==> src/rtl/bmdp_pkg.sv <==
package bmdp_pkg;

	localparam int APB_ADDR_W = 3;
	localparam int APB_DATA_W = 32;

	localparam logic REG_DUTY_STEP = 1'b0;
	localparam logic REG_HOLD_TICKS = 1'b1;

	localparam logic [5:0] DUTY_STEP_RST = 6'd5;
	localparam logic [7:0] HOLD_TICKS_RST = 8'd100;

	localparam logic [7:0] SW_MASK = 8'h33;
	localparam logic [7:0] SW_UP = 8'h32;
	localparam logic [7:0] SW_DOWN = 8'h31;
	localparam logic [7:0] SW_REVERSE = 8'h23;
	localparam logic [7:0] SW_STOP = 8'h13;

	localparam logic [7:0] SEG_BLANK = 8'hFF;
	localparam logic [7:0] SEG_MINUS = 8'hBF;

	localparam logic [6:0] DUTY_MAX = 7'd100;
	localparam logic [6:0] DUTY_RST = 7'd50;
	localparam logic [7:0] CMP_RST = 8'd128;

	localparam logic [1:0] DIGIT_UNITS = 2'd0;
	localparam logic [1:0] DIGIT_TENS = 2'd1;
	localparam logic [1:0] DIGIT_SIGN = 2'd2;
	localparam logic [1:0] DIGIT_UNUSED = 2'd3;

	localparam logic [1:0] SEL_UNITS = 2'd3;
	localparam logic [1:0] SEL_TENS = 2'd2;
	localparam logic [1:0] SEL_SIGN = 2'd1;

	localparam logic [1:0] DIR_FORWARD = 2'd2;
	localparam logic [1:0] DIR_REVERSE = 2'd1;

	typedef struct packed {
		logic       req_type;
		logic [7:0] pin_value;
	} cmd_t;

	typedef struct packed {
		logic [7:0] pwm_compare;
		logic [1:0] dir_pins;
		logic [1:0] digit_select;
		logic [7:0] segments;
		logic [6:0] duty_percent;
		logic       stopped;
		logic       busy_res;
	} res_t;

	typedef struct packed {
		logic [5:0] duty_step;
		logic [7:0] reverse_hold_ticks;
	} cfg_t;

	function automatic logic [7:0] seg_of_digit(input logic [3:0] d);
		logic [7:0] s;
		unique case (d)
			4'd0: s = 8'hC0;
			4'd1: s = 8'hF9;
			4'd2: s = 8'hA4;
			4'd3: s = 8'hB0;
			4'd4: s = 8'h99;
			4'd5: s = 8'h92;
			4'd6: s = 8'h82;
			4'd7: s = 8'hF8;
			4'd8: s = 8'h80;
			4'd9: s = 8'h90;
			default: s = SEG_BLANK;
		endcase
		return s;
	endfunction

endpackage

==> src/rtl/button_motor_duty_panel.sv <==
// Motor panel controller with push-button duty setting and a three-digit display.
// Command beats arrive on cmd_valid/cmd_stall/cmd: a beat is either a sample of the
// active-low switch port or a 5 ms display tick. Every command beat yields exactly
// one result beat on res_valid/res_stall/res carrying the PWM compare value,
// direction pins, the digit select and segment pattern, and status flags.
// A beat taken into the input register is processed as it moves on into the result
// register, which presents it; throughput is one beat per cycle while res_stall is low.
// The input register and the result register are separate, so a new command is
// taken while a finished result waits; cmd_stall rises only when both are full and
// res_stall is high. A stalled result holds its value until taken.
// The APB port holds duty_step at address 0 and reverse_hold_ticks at address 4;
// write them only while no beat is in flight. pready is always high.
// Reset gives duty 50 percent, compare 128, forward direction, blank display,
// duty_step 5 and reverse_hold_ticks 100, and empties both registers.
module button_motor_duty_panel
	import bmdp_pkg::*;
(
	input  logic                  clk,
	input  logic                  arst_n,
	input  logic                  psel,
	input  logic                  penable,
	input  logic                  pwrite,
	input  logic [APB_ADDR_W-1:0] paddr,
	input  logic [APB_DATA_W-1:0] pwdata,
	output logic [APB_DATA_W-1:0] prdata,
	output logic                  pready,
	input  logic                  cmd_valid,
	output logic                  cmd_stall,
	input  cmd_t                  cmd,
	output logic                  res_valid,
	input  logic                  res_stall,
	output res_t                  res
);

	cfg_t cfg;
	cmd_t cmd_s1;
	logic cmd_valid_s1;
	res_t res_next;
	res_t res_q;
	logic res_valid_q;
	logic advance;
	logic accept;

	assign pready = 1'b1;

	bmdp_regs u_regs (
		.clk     (clk),
		.arst_n  (arst_n),
		.psel    (psel),
		.penable (penable),
		.pwrite  (pwrite),
		.paddr   (paddr),
		.pwdata  (pwdata),
		.prdata  (prdata),
		.cfg     (cfg)
	);

	assign advance = cmd_valid_s1 && (!res_valid_q || !res_stall);
	assign cmd_stall = cmd_valid_s1 && !advance;
	assign accept = cmd_valid && !cmd_stall;

	always_ff @(posedge clk or negedge arst_n) begin
		if (!arst_n) begin
			cmd_valid_s1 <= 1'b0;
		end else if (accept) begin
			cmd_valid_s1 <= 1'b1;
		end else if (advance) begin
			cmd_valid_s1 <= 1'b0;
		end
	end

	always_ff @(posedge clk) begin
		if (accept) begin
			cmd_s1 <= cmd;
		end
	end

	bmdp_core u_core (
		.clk     (clk),
		.arst_n  (arst_n),
		.advance (advance),
		.item    (cmd_s1),
		.cfg     (cfg),
		.result  (res_next)
	);

	always_ff @(posedge clk or negedge arst_n) begin
		if (!arst_n) begin
			res_valid_q <= 1'b0;
		end else if (advance) begin
			res_valid_q <= 1'b1;
		end else if (!res_stall) begin
			res_valid_q <= 1'b0;
		end
	end

	always_ff @(posedge clk) begin
		if (advance) begin
			res_q <= res_next;
		end
	end

	assign res_valid = res_valid_q;
	assign res = res_q;

	a_stall_only_when_full: assert property (@(posedge clk) disable iff (!arst_n)
		cmd_stall |-> (cmd_valid_s1 && res_valid_q && res_stall))
		else $error("command stalled with room downstream");

	a_item_kept: assert property (@(posedge clk) disable iff (!arst_n)
		cmd_valid_s1 && !advance |=> cmd_valid_s1 && $stable(cmd_s1))
		else $error("pending command lost");

endmodule

==> src/rtl/bmdp_regs.sv <==
module bmdp_regs
	import bmdp_pkg::*;
(
	input  logic                  clk,
	input  logic                  arst_n,
	input  logic                  psel,
	input  logic                  penable,
	input  logic                  pwrite,
	input  logic [APB_ADDR_W-1:0] paddr,
	input  logic [APB_DATA_W-1:0] pwdata,
	output logic [APB_DATA_W-1:0] prdata,
	output cfg_t                  cfg
);

	logic [5:0] duty_step_q;
	logic [7:0] hold_ticks_q;
	logic       wr_en;
	logic       idx;

	assign idx = paddr[2];
	assign wr_en = psel & penable & pwrite;

	always_ff @(posedge clk or negedge arst_n) begin
		if (!arst_n) begin
			duty_step_q <= DUTY_STEP_RST;
			hold_ticks_q <= HOLD_TICKS_RST;
		end else if (wr_en) begin
			unique case (idx)
				REG_DUTY_STEP: duty_step_q <= pwdata[5:0];
				REG_HOLD_TICKS: hold_ticks_q <= pwdata[7:0];
				default: ;
			endcase
		end
	end

	always_comb begin
		unique case (idx)
			REG_DUTY_STEP: prdata = {{(APB_DATA_W-6){1'b0}}, duty_step_q};
			REG_HOLD_TICKS: prdata = {{(APB_DATA_W-8){1'b0}}, hold_ticks_q};
			default: prdata = '0;
		endcase
	end

	assign cfg.duty_step = duty_step_q;
	assign cfg.reverse_hold_ticks = hold_ticks_q;

endmodule

==> src/rtl/bmdp_core.sv <==
module bmdp_core
	import bmdp_pkg::*;
(
	input  logic clk,
	input  logic arst_n,
	input  logic advance,
	input  cmd_t item,
	input  cfg_t cfg,
	output res_t result
);

	// Fixed-point reciprocal: d*255/100 equals (d*1336965) >> 19 for d up to 127.
	localparam logic [20:0] CMP_MULT = 21'd1336965;
	localparam logic [7:0] TENS_MULT = 8'd205;

	logic [6:0] duty_q, duty_n;
	logic [7:0] cmp_q, cmp_n;
	logic       stop_q, stop_n;
	logic       rev_q, rev_n;
	logic       latch_q, latch_n;
	logic [7:0] hold_q, hold_n;
	logic [1:0] digit_q, digit_n;
	logic [1:0] sel_q, sel_n;
	logic [7:0] seg_q, seg_n;

	logic [7:0]  sw;
	logic        is_updown;
	logic [7:0]  sum;
	logic [6:0]  duty_up;
	logic [6:0]  duty_down;
	logic [27:0] cmp_prod;
	logic [7:0]  cmp_calc;
	logic [14:0] tens_prod;
	logic [3:0]  tens_raw;
	logic [6:0]  units_raw;
	logic [3:0]  tens;
	logic [3:0]  units;

	assign sw = item.pin_value & SW_MASK;
	assign is_updown = (sw == SW_UP) || (sw == SW_DOWN);

	assign sum = {1'b0, duty_q} + {2'b00, cfg.duty_step};
	assign duty_up = (sum > {1'b0, DUTY_MAX}) ? DUTY_MAX : sum[6:0];
	assign duty_down = (duty_q > {1'b0, cfg.duty_step}) ?
		(duty_q - {1'b0, cfg.duty_step}) : 7'd0;

	always_comb begin
		duty_n = duty_q;
		if (!item.req_type && hold_q == 8'd0 && is_updown && !latch_q && !stop_q) begin
			duty_n = (sw == SW_UP) ? duty_up : duty_down;
		end
	end

	assign cmp_prod = duty_n * CMP_MULT;
	assign cmp_calc = cmp_prod[26:19];

	assign tens_prod = duty_q * TENS_MULT;
	assign tens_raw = tens_prod[14:11];
	assign units_raw = duty_q - ({3'b000, tens_raw} * 7'd10);
	assign tens = (tens_raw >= 4'd10) ? 4'd9 : tens_raw;
	assign units = (tens_raw >= 4'd10) ? 4'd9 : units_raw[3:0];

	always_comb begin
		cmp_n = cmp_q;
		stop_n = stop_q;
		rev_n = rev_q;
		latch_n = latch_q;
		hold_n = hold_q;
		digit_n = digit_q;
		sel_n = sel_q;
		seg_n = seg_q;
		if (item.req_type) begin
			if (hold_q != 8'd0) begin
				hold_n = hold_q - 8'd1;
				seg_n = SEG_BLANK;
				if (hold_q == 8'd1) begin
					rev_n = !rev_q;
					cmp_n = cmp_calc;
				end
			end else begin
				unique case (digit_q)
					DIGIT_TENS: begin
						sel_n = SEL_TENS;
						seg_n = seg_of_digit(tens);
					end
					DIGIT_SIGN: begin
						sel_n = SEL_SIGN;
						seg_n = rev_q ? SEG_MINUS : SEG_BLANK;
					end
					DIGIT_UNITS, DIGIT_UNUSED: begin
						sel_n = SEL_UNITS;
						seg_n = seg_of_digit(units);
					end
					default: ;
				endcase
				digit_n = (digit_q >= DIGIT_SIGN) ? DIGIT_UNITS : digit_q + 2'd1;
			end
		end else if (hold_q == 8'd0) begin
			priority if (is_updown) begin
				if (!latch_q) begin
					latch_n = 1'b1;
					stop_n = 1'b0;
					cmp_n = cmp_calc;
				end
			end else if (sw == SW_REVERSE) begin
				if (!latch_q && !stop_q) begin
					latch_n = 1'b1;
					hold_n = cfg.reverse_hold_ticks;
					if (cfg.reverse_hold_ticks == 8'd0) begin
						rev_n = !rev_q;
						cmp_n = cmp_calc;
					end else begin
						cmp_n = 8'd0;
					end
				end
			end else if (sw == SW_STOP) begin
				if (!latch_q) begin
					latch_n = 1'b1;
					stop_n = 1'b1;
					cmp_n = 8'd0;
				end
			end else begin
				latch_n = 1'b0;
			end
		end
	end

	always_ff @(posedge clk or negedge arst_n) begin
		if (!arst_n) begin
			duty_q <= DUTY_RST;
			cmp_q <= CMP_RST;
			stop_q <= 1'b0;
			rev_q <= 1'b0;
			latch_q <= 1'b0;
			hold_q <= 8'd0;
			digit_q <= DIGIT_TENS;
			sel_q <= SEL_UNITS;
			seg_q <= SEG_BLANK;
		end else if (advance) begin
			duty_q <= duty_n;
			cmp_q <= cmp_n;
			stop_q <= stop_n;
			rev_q <= rev_n;
			latch_q <= latch_n;
			hold_q <= hold_n;
			digit_q <= digit_n;
			sel_q <= sel_n;
			seg_q <= seg_n;
		end
	end

	assign result.pwm_compare = cmp_n;
	assign result.dir_pins = rev_n ? DIR_REVERSE : DIR_FORWARD;
	assign result.digit_select = sel_n;
	assign result.segments = seg_n;
	assign result.duty_percent = duty_n;
	assign result.stopped = stop_n;
	assign result.busy_res = (hold_n != 8'd0);

	a_duty_range: assert property (@(posedge clk) disable iff (!arst_n)
		duty_q <= DUTY_MAX)
		else $error("duty above full scale");

	a_hold_motor_off: assert property (@(posedge clk) disable iff (!arst_n)
		hold_q != 8'd0 |-> cmp_q == 8'd0)
		else $error("motor driven during reversal hold");

	a_digit_cycle: assert property (@(posedge clk) disable iff (!arst_n)
		digit_q != DIGIT_UNUSED)
		else $error("digit index left its cycle");

endmodule
==> config.mk <==
export PLATFORM = sky130hd
export DESIGN_NAME = button_motor_duty_panel
export DESIGN_NICKNAME = d
export VERILOG_FILES = /design/src/rtl/bmdp_pkg.sv /design/src/rtl/button_motor_duty_panel.sv /design/src/rtl/bmdp_regs.sv /design/src/rtl/bmdp_core.sv
export SDC_FILE = /design/constraint.sdc
export NUM_CORES = 1
export LEC_CHECK = 0
export CAP_MARGIN = 15
export CORE_ASPECT_RATIO = 1.75
export CORE_MARGIN = 2
export CORE_UTILIZATION = 55
export CTS_CLUSTER_DIAMETER = 120
export DETAILED_ROUTE_END_ITERATION = 6
export DONT_BUFFER_PORTS = 1
export GPL_ROUTABILITY_DRIVEN = 0
export GPL_TIMING_DRIVEN = 1
export PLACE_DENSITY = 0.81
export REMOVE_ABC_BUFFERS = 1
export SKIP_LAST_GASP = 1
export SLEW_MARGIN = 10
export SYNTH_ARGS = -nofsm -noshare
export SYNTH_HDL_FRONTEND = slang
export SYNTH_SLANG_ARGS = --single-unit
==> constraint.sdc <==
create_clock -name clk -period 6.05 [get_ports clk]
set_input_delay 0 -clock clk [delete_from_list [all_inputs] [get_ports clk]]
set_output_delay 0 -clock clk [all_outputs]
set_load 0.02 [all_outputs]
# Word level (Yosys, flattened, before mapping)
# Memory sizes are Yosys's and may differ from the RTL's.
# Index checks and enable logic that the tools add are counted.
dict set report op_classes {
  multipliers 3
  muxes 56
  addsub 5
  n_eq_ne 10
  n_reduce_logical 29
  shift 0
  n_div 0
  bitwise 5
  magnitude_cmp 4
}
# operator n
set ops {}
lappend ops {{$mux W8} 19}
lappend ops {{$pmux W32 S2} 1}
lappend ops {{$mux W7} 5}
lappend ops {{$mul A7 B21 Y27 const B} 1}
lappend ops {{$pmux W8 S3} 1}
lappend ops {{$mux W1} 23}
lappend ops {{$logic_not A8 Y1} 2}
lappend ops {{$reduce_bool A8 Y1} 2}
lappend ops {{$mul A7 B8 Y15 const B} 1}
lappend ops {{$eq A4 B4 Y1 const B} 3}
lappend ops {{$add A7 B6 Y8} 1}
lappend ops {{$eq A8 B1 Y1 const B} 1}
lappend ops {{$gt A8 B7 Y1 const B} 1}
lappend ops {{$logic_and A1 B1 Y1} 8}
lappend ops {{$logic_not A1 Y1} 8}
lappend ops {{$mux W2} 4}
lappend ops {{$mux W4} 2}
lappend ops {{$sub A8 B1 Y8 const B} 1}
lappend ops {{$gt A7 B6 Y1} 1}
lappend ops {{$sub A7 B6 Y7} 1}
lappend ops {{$pmux W2 S3} 1}
lappend ops {{$eq A2 B2 Y1 const B} 2}
lappend ops {{$eq A4 B3 Y1 const B} 1}
lappend ops {{$ge A4 B4 Y1 const B} 1}
lappend ops {{other kinds (16)} 21}
dict set report word_totals {
  ff_bits 90
  latch_bits 0
  mem_bits_rw 0
  mem_bits_ro 224
  mem_count 2
}
# memory words word_bits rd rd_ports_with_merged_regs wr line_no
set memory_table {}
lappend memory_table {{(name not given)} 16 7 1 0 0 bmdp_pkg.sv:59} ;# unique case (d)
lappend memory_table {{(name not given)} 16 7 1 0 0 bmdp_pkg.sv:59}

# Depth between registers and ports, before layout
dict set report logic_depth {
  depth_word 13
  depth_mapped 29
}

# Cells and area by module
# Synthesis repeated with hierarchy kept, for this count alone.
dict set report hier_totals {
  cells_unflattened 875
  area_unflattened_um2 8469.4
}
# mod cells_per_inst n_inst area_each_um2 seq_area_each_um2
set modules_own_cells {}
lappend modules_own_cells {bmdp_core 763 1 6387.4 969.7}
lappend modules_own_cells {button_motor_duty_panel 48 1 1244.9 1191.1}
lappend modules_own_cells {bmdp_regs 64 1 837.1 356.6}

# Least setup slack after synthesis
# OpenSTA, ideal clock, no wires.
dict set report synth_path {
  path_type {register -> register}
  start {register u_regs.duty_step_q[2]}
  end {register res_q, in the netlist res[26] (data pin)}
  slack_ns -0.542
  setup_time_ns 0.257
  t_required_ns 5.793
  path_stages_with_launch 29
  t_arrival_ns 6.335
  path_cell_list {dfstp_2 -> inv_1 -> ha_1 -> buf_2 -> nand2b_1 -> a211oi_1 -> mux2i_1 -> nand2_1 -> a31o_2 -> nand2_1 -> nand2_1 -> o21ai_0 -> ha_1 -> ha_1 -> fa_1 -> inv_1 -> fa_1 -> inv_1 -> ha_1 -> nand2_1 -> nor2_1 -> o21a_1 -> o21ai_0 -> a31oi_1 -> a221o_1 -> a21oi_1 -> a21oi_1 -> or3_1 -> a32o_1}
}
# item line_no
set synth_lines {}
lappend synth_lines {{from (decl)} bmdp_regs.sv:15} ;# logic [5:0] duty_step_q;
lappend synth_lines {{from (signal assigned)} bmdp_regs.sv:29} ;# REG_DUTY_STEP: duty_step_q <= pwdata[5:0];
lappend synth_lines {{to (signal assigned)} button_motor_duty_panel.sv:99} ;# res_q <= res_next;
lappend synth_lines {{to (decl)} button_motor_duty_panel.sv:39} ;# res_t res_q;

==> flow_summary.toml <==
[route]
vias = 7770
drtPass1Iterations = 7
drc = 1
drtIter0Drc = 727
vias_per_cell = 6.54
wl_per_cell_um = 22.4
drt_wl_total_mm = 26.6
drt.antenna.violating_nets = 0

[clock_tree]
h-tree-depth = 3
insertion_delay_ns = 0.35
clockBufferDepth = 2
root_buffer = "clkbuf_16"
cts-buffers-inserted = 9
clock-sinks = 88
clkTransAtPathRegs_ns = 0.07
cts_tree = "yes"

[power_and_ir_drop]
p_per_area_nw_per_um2 = 295
p_total_mw = 3.03
p_leak_nw = 4.80
ir_drop_uv = 152

[setup_path]
max_stage_delay_ns = 0.52
crit_family = "compound AO/OA/AOI/OAI gates"
cp_num_buf_inv = 4
cp.arrival_ns = 6.61
cp.required_ns = 6.15
crit_path_end_kind = "flip-flop"
reg2regPathDepth = 27
path_depth = 27
critPathSlowestCell = "fa_1"
startpoint_type = "flip-flop"
path_common_cell = "ha_4"
worstPathMaxFanout = 3
path_class = "flip-flop to flip-flop"

[logic_synthesis]
yosysSeqAreaShare_pct = 29.5
synth_area_leaders = "ha_1, edfxtp_1, dfrtp_1, dfstp_2, fa_1"
syn_inst = 880
synth_top_area_share_pct = 18.5
async_flop_share_pct = 61.4
ys_warn_count = 0
synth_cell_types = 78
synth-main-ff-cell = "edfxtp_1"
yosys.area.top_type = "ha_1"
synth_area_um2 = 8140
synth-seq-cells = 88
synth-edff-count = 34
syn_area_per_cell_um2 = 9.24

[place]
port_buffers = 0
place_inst = 1135
place_worst_setup_slack_ns = -0.379
placed_area_um2 = 8920
hpwl_mm = 16.2

[die]
die_width_um = 95.9
die_area_um2 = 15800
coreArea_um2 = 14400
die_h_um = 165
rows = 58
ios = 115
initial_core_util_pct = 56.3

[sta]
whs_ns = 0.0208
slew-limit-headroom_pct = 44.9
tightest_slew_ns = 0.818
rsz0062_at_grt = "true"
max_freq_mhz = 154
fin_crit_ns = 6.50
setup-violations-final = 15
post-route-period-util_pct = 107
hold_violations = 0
finalWorstSetupSlack_ns = -0.452
fin_skew_ns = 0.0107
tns_ns = -4.16
slew_viol_final = 0

[global_route]
grt.overflow.total = 0
grt_pass1_vias = 7635
grtUsageMet3_pct = 4.97
grt_max_degree = 55
grtUsageTotal_pct = 30.9
met2_usage_pct = 57.4
grt_pass1_wl_mm = 37.9
groute.layer.met1.usage_pct = 30.9
antenna_found_initial = 0
top_usage_layer = "met2"

[finish]
syn2layout_area_growth_pct = 26.5
final_cell_area_um2 = 10300
fill_cells = 885
antenna_cells = 0
nets = 1198
utilization_pct = 71.2
drive_gt1_share_pct = 30.0
fin_cells = 1188

[min_path]
hold_path.class = "input port to flip-flop"
whs_path_depth = 1

[run]
cap_viol_max_count = 0

[status]
status = "finished with violations"
failed_checks = "DRC, setup timing"
## power by group
group	switching [mW]	total, mW	internal [mW]	leakage, nW
combinational	0.895	1.56	0.663	3.71
sequential	0.120	0.873	0.753	0.938
clock	0.261	0.599	0.338	0.156
## cells in the final DEF, fill, tap and decap left out, types with 10 or more instances in the layout
cell type	n
a21oi_1	32
nor2_1	66
ha_1	96
ha_4	21
dfrtp_1	33
buf_4	112
conb_1	25
nand3_1	21
a21o_1	11
a31oi_1	10
mux2_2	20
xnor2_1	14
dfstp_2	20
edfxtp_1	34
a21oi_2	12
o21ai_0	42
inv_1	70
fa_1	18
dlygate4sd3_1	17
nand2_1	74
## cells by family after synthesis
family / after synthesis / share of synthesized area [%]
and+or+nand+nor: 261 / 15.7
AOI/OAI and AO/OA: 199 / 16.0
adders and majority gates: 144 / 24.4
buffers and inverters: 129 / 7.26
DFF: 88 / 29.5
muxes: 33 / 4.38
xor gates and xnor gates: 24 / 2.68
other: 2 / 0.0923
## cell usage after synthesis, types with 10 or more instances
cell,instances
clkbuf_1,19
inv_1,79
a31oi_1,12
o21ai_0,55
mux2i_1,12
nor2_1,70
edfxtp_1,34
a21oi_1,45
xnor2_1,17
fa_1,24
dfrtp_1,34
buf_4,25
o22ai_1,10
mux2_2,21
a21o_1,11
nand3_1,23
nand2_1,79
ha_1,120
dfstp_2,20
## routing by layer
layer | wire (um) | up-vias
met1 | 8440 | 3710
met2 | 13700 | 508
met4 | 2380 | 0
met3 | 2020 | 201
li1 | - | 3351
met5 | 0 | -
## sequential cells by signal (all words and copies together), names as in the netlist
name / count
res: 29
u_core.cmp_q: 8
u_core.hold_q: 8
u_core.seg_q: 8
u_regs.hold_ticks_q: 8
u_core.duty_q: 7
u_regs.duty_step_q: 6
cmd_s1: 5
u_core.digit_q: 2
u_core.sel_q: 2
cmd_valid_s1: 1
res_valid: 1
u_core.latch_q: 1
u_core.rev_q: 1
u_core.stop_q: 1
## worst paths after layout
path                                  startpoint                to  slack (ns)
worst min-delay path                   cmd_valid         cmd_s1[0]        0.02
worst max-delay path            u_core.duty_q[0]           res[26]       -0.45
max in group asynchronous                 arst_n  u_core.duty_q[1]        5.54
worst min register to register   u_core.sel_q[0]   u_core.sel_q[0]        0.49
worst max register to register  u_core.duty_q[0]           res[26]       -0.45
min in group asynchronous                 arst_n  u_core.hold_q[4]        0.20
## cell type report
class	instances	area, um2	share of cell area, %
Timing Repair Buffer	139	1150	11.2
Sequential cell	88	2400	23.3
Inverter	79	297	2.88
Multi-Input combinational cell	686	5900	57.4
Clock buffer	10	239	2.32
Clock inverter	6	78.8	0.766
Tap cell	180	225	2.19
## repair_timing
action,CTS,global route
setup endpoints to repair,15,28
endpoints found under the hold margin,75,0
pin swaps,40,65
gates resized for setup,43,97
hold buffers,18,0
setup buffers,15,8
Power figures use the tool's default switching activity.
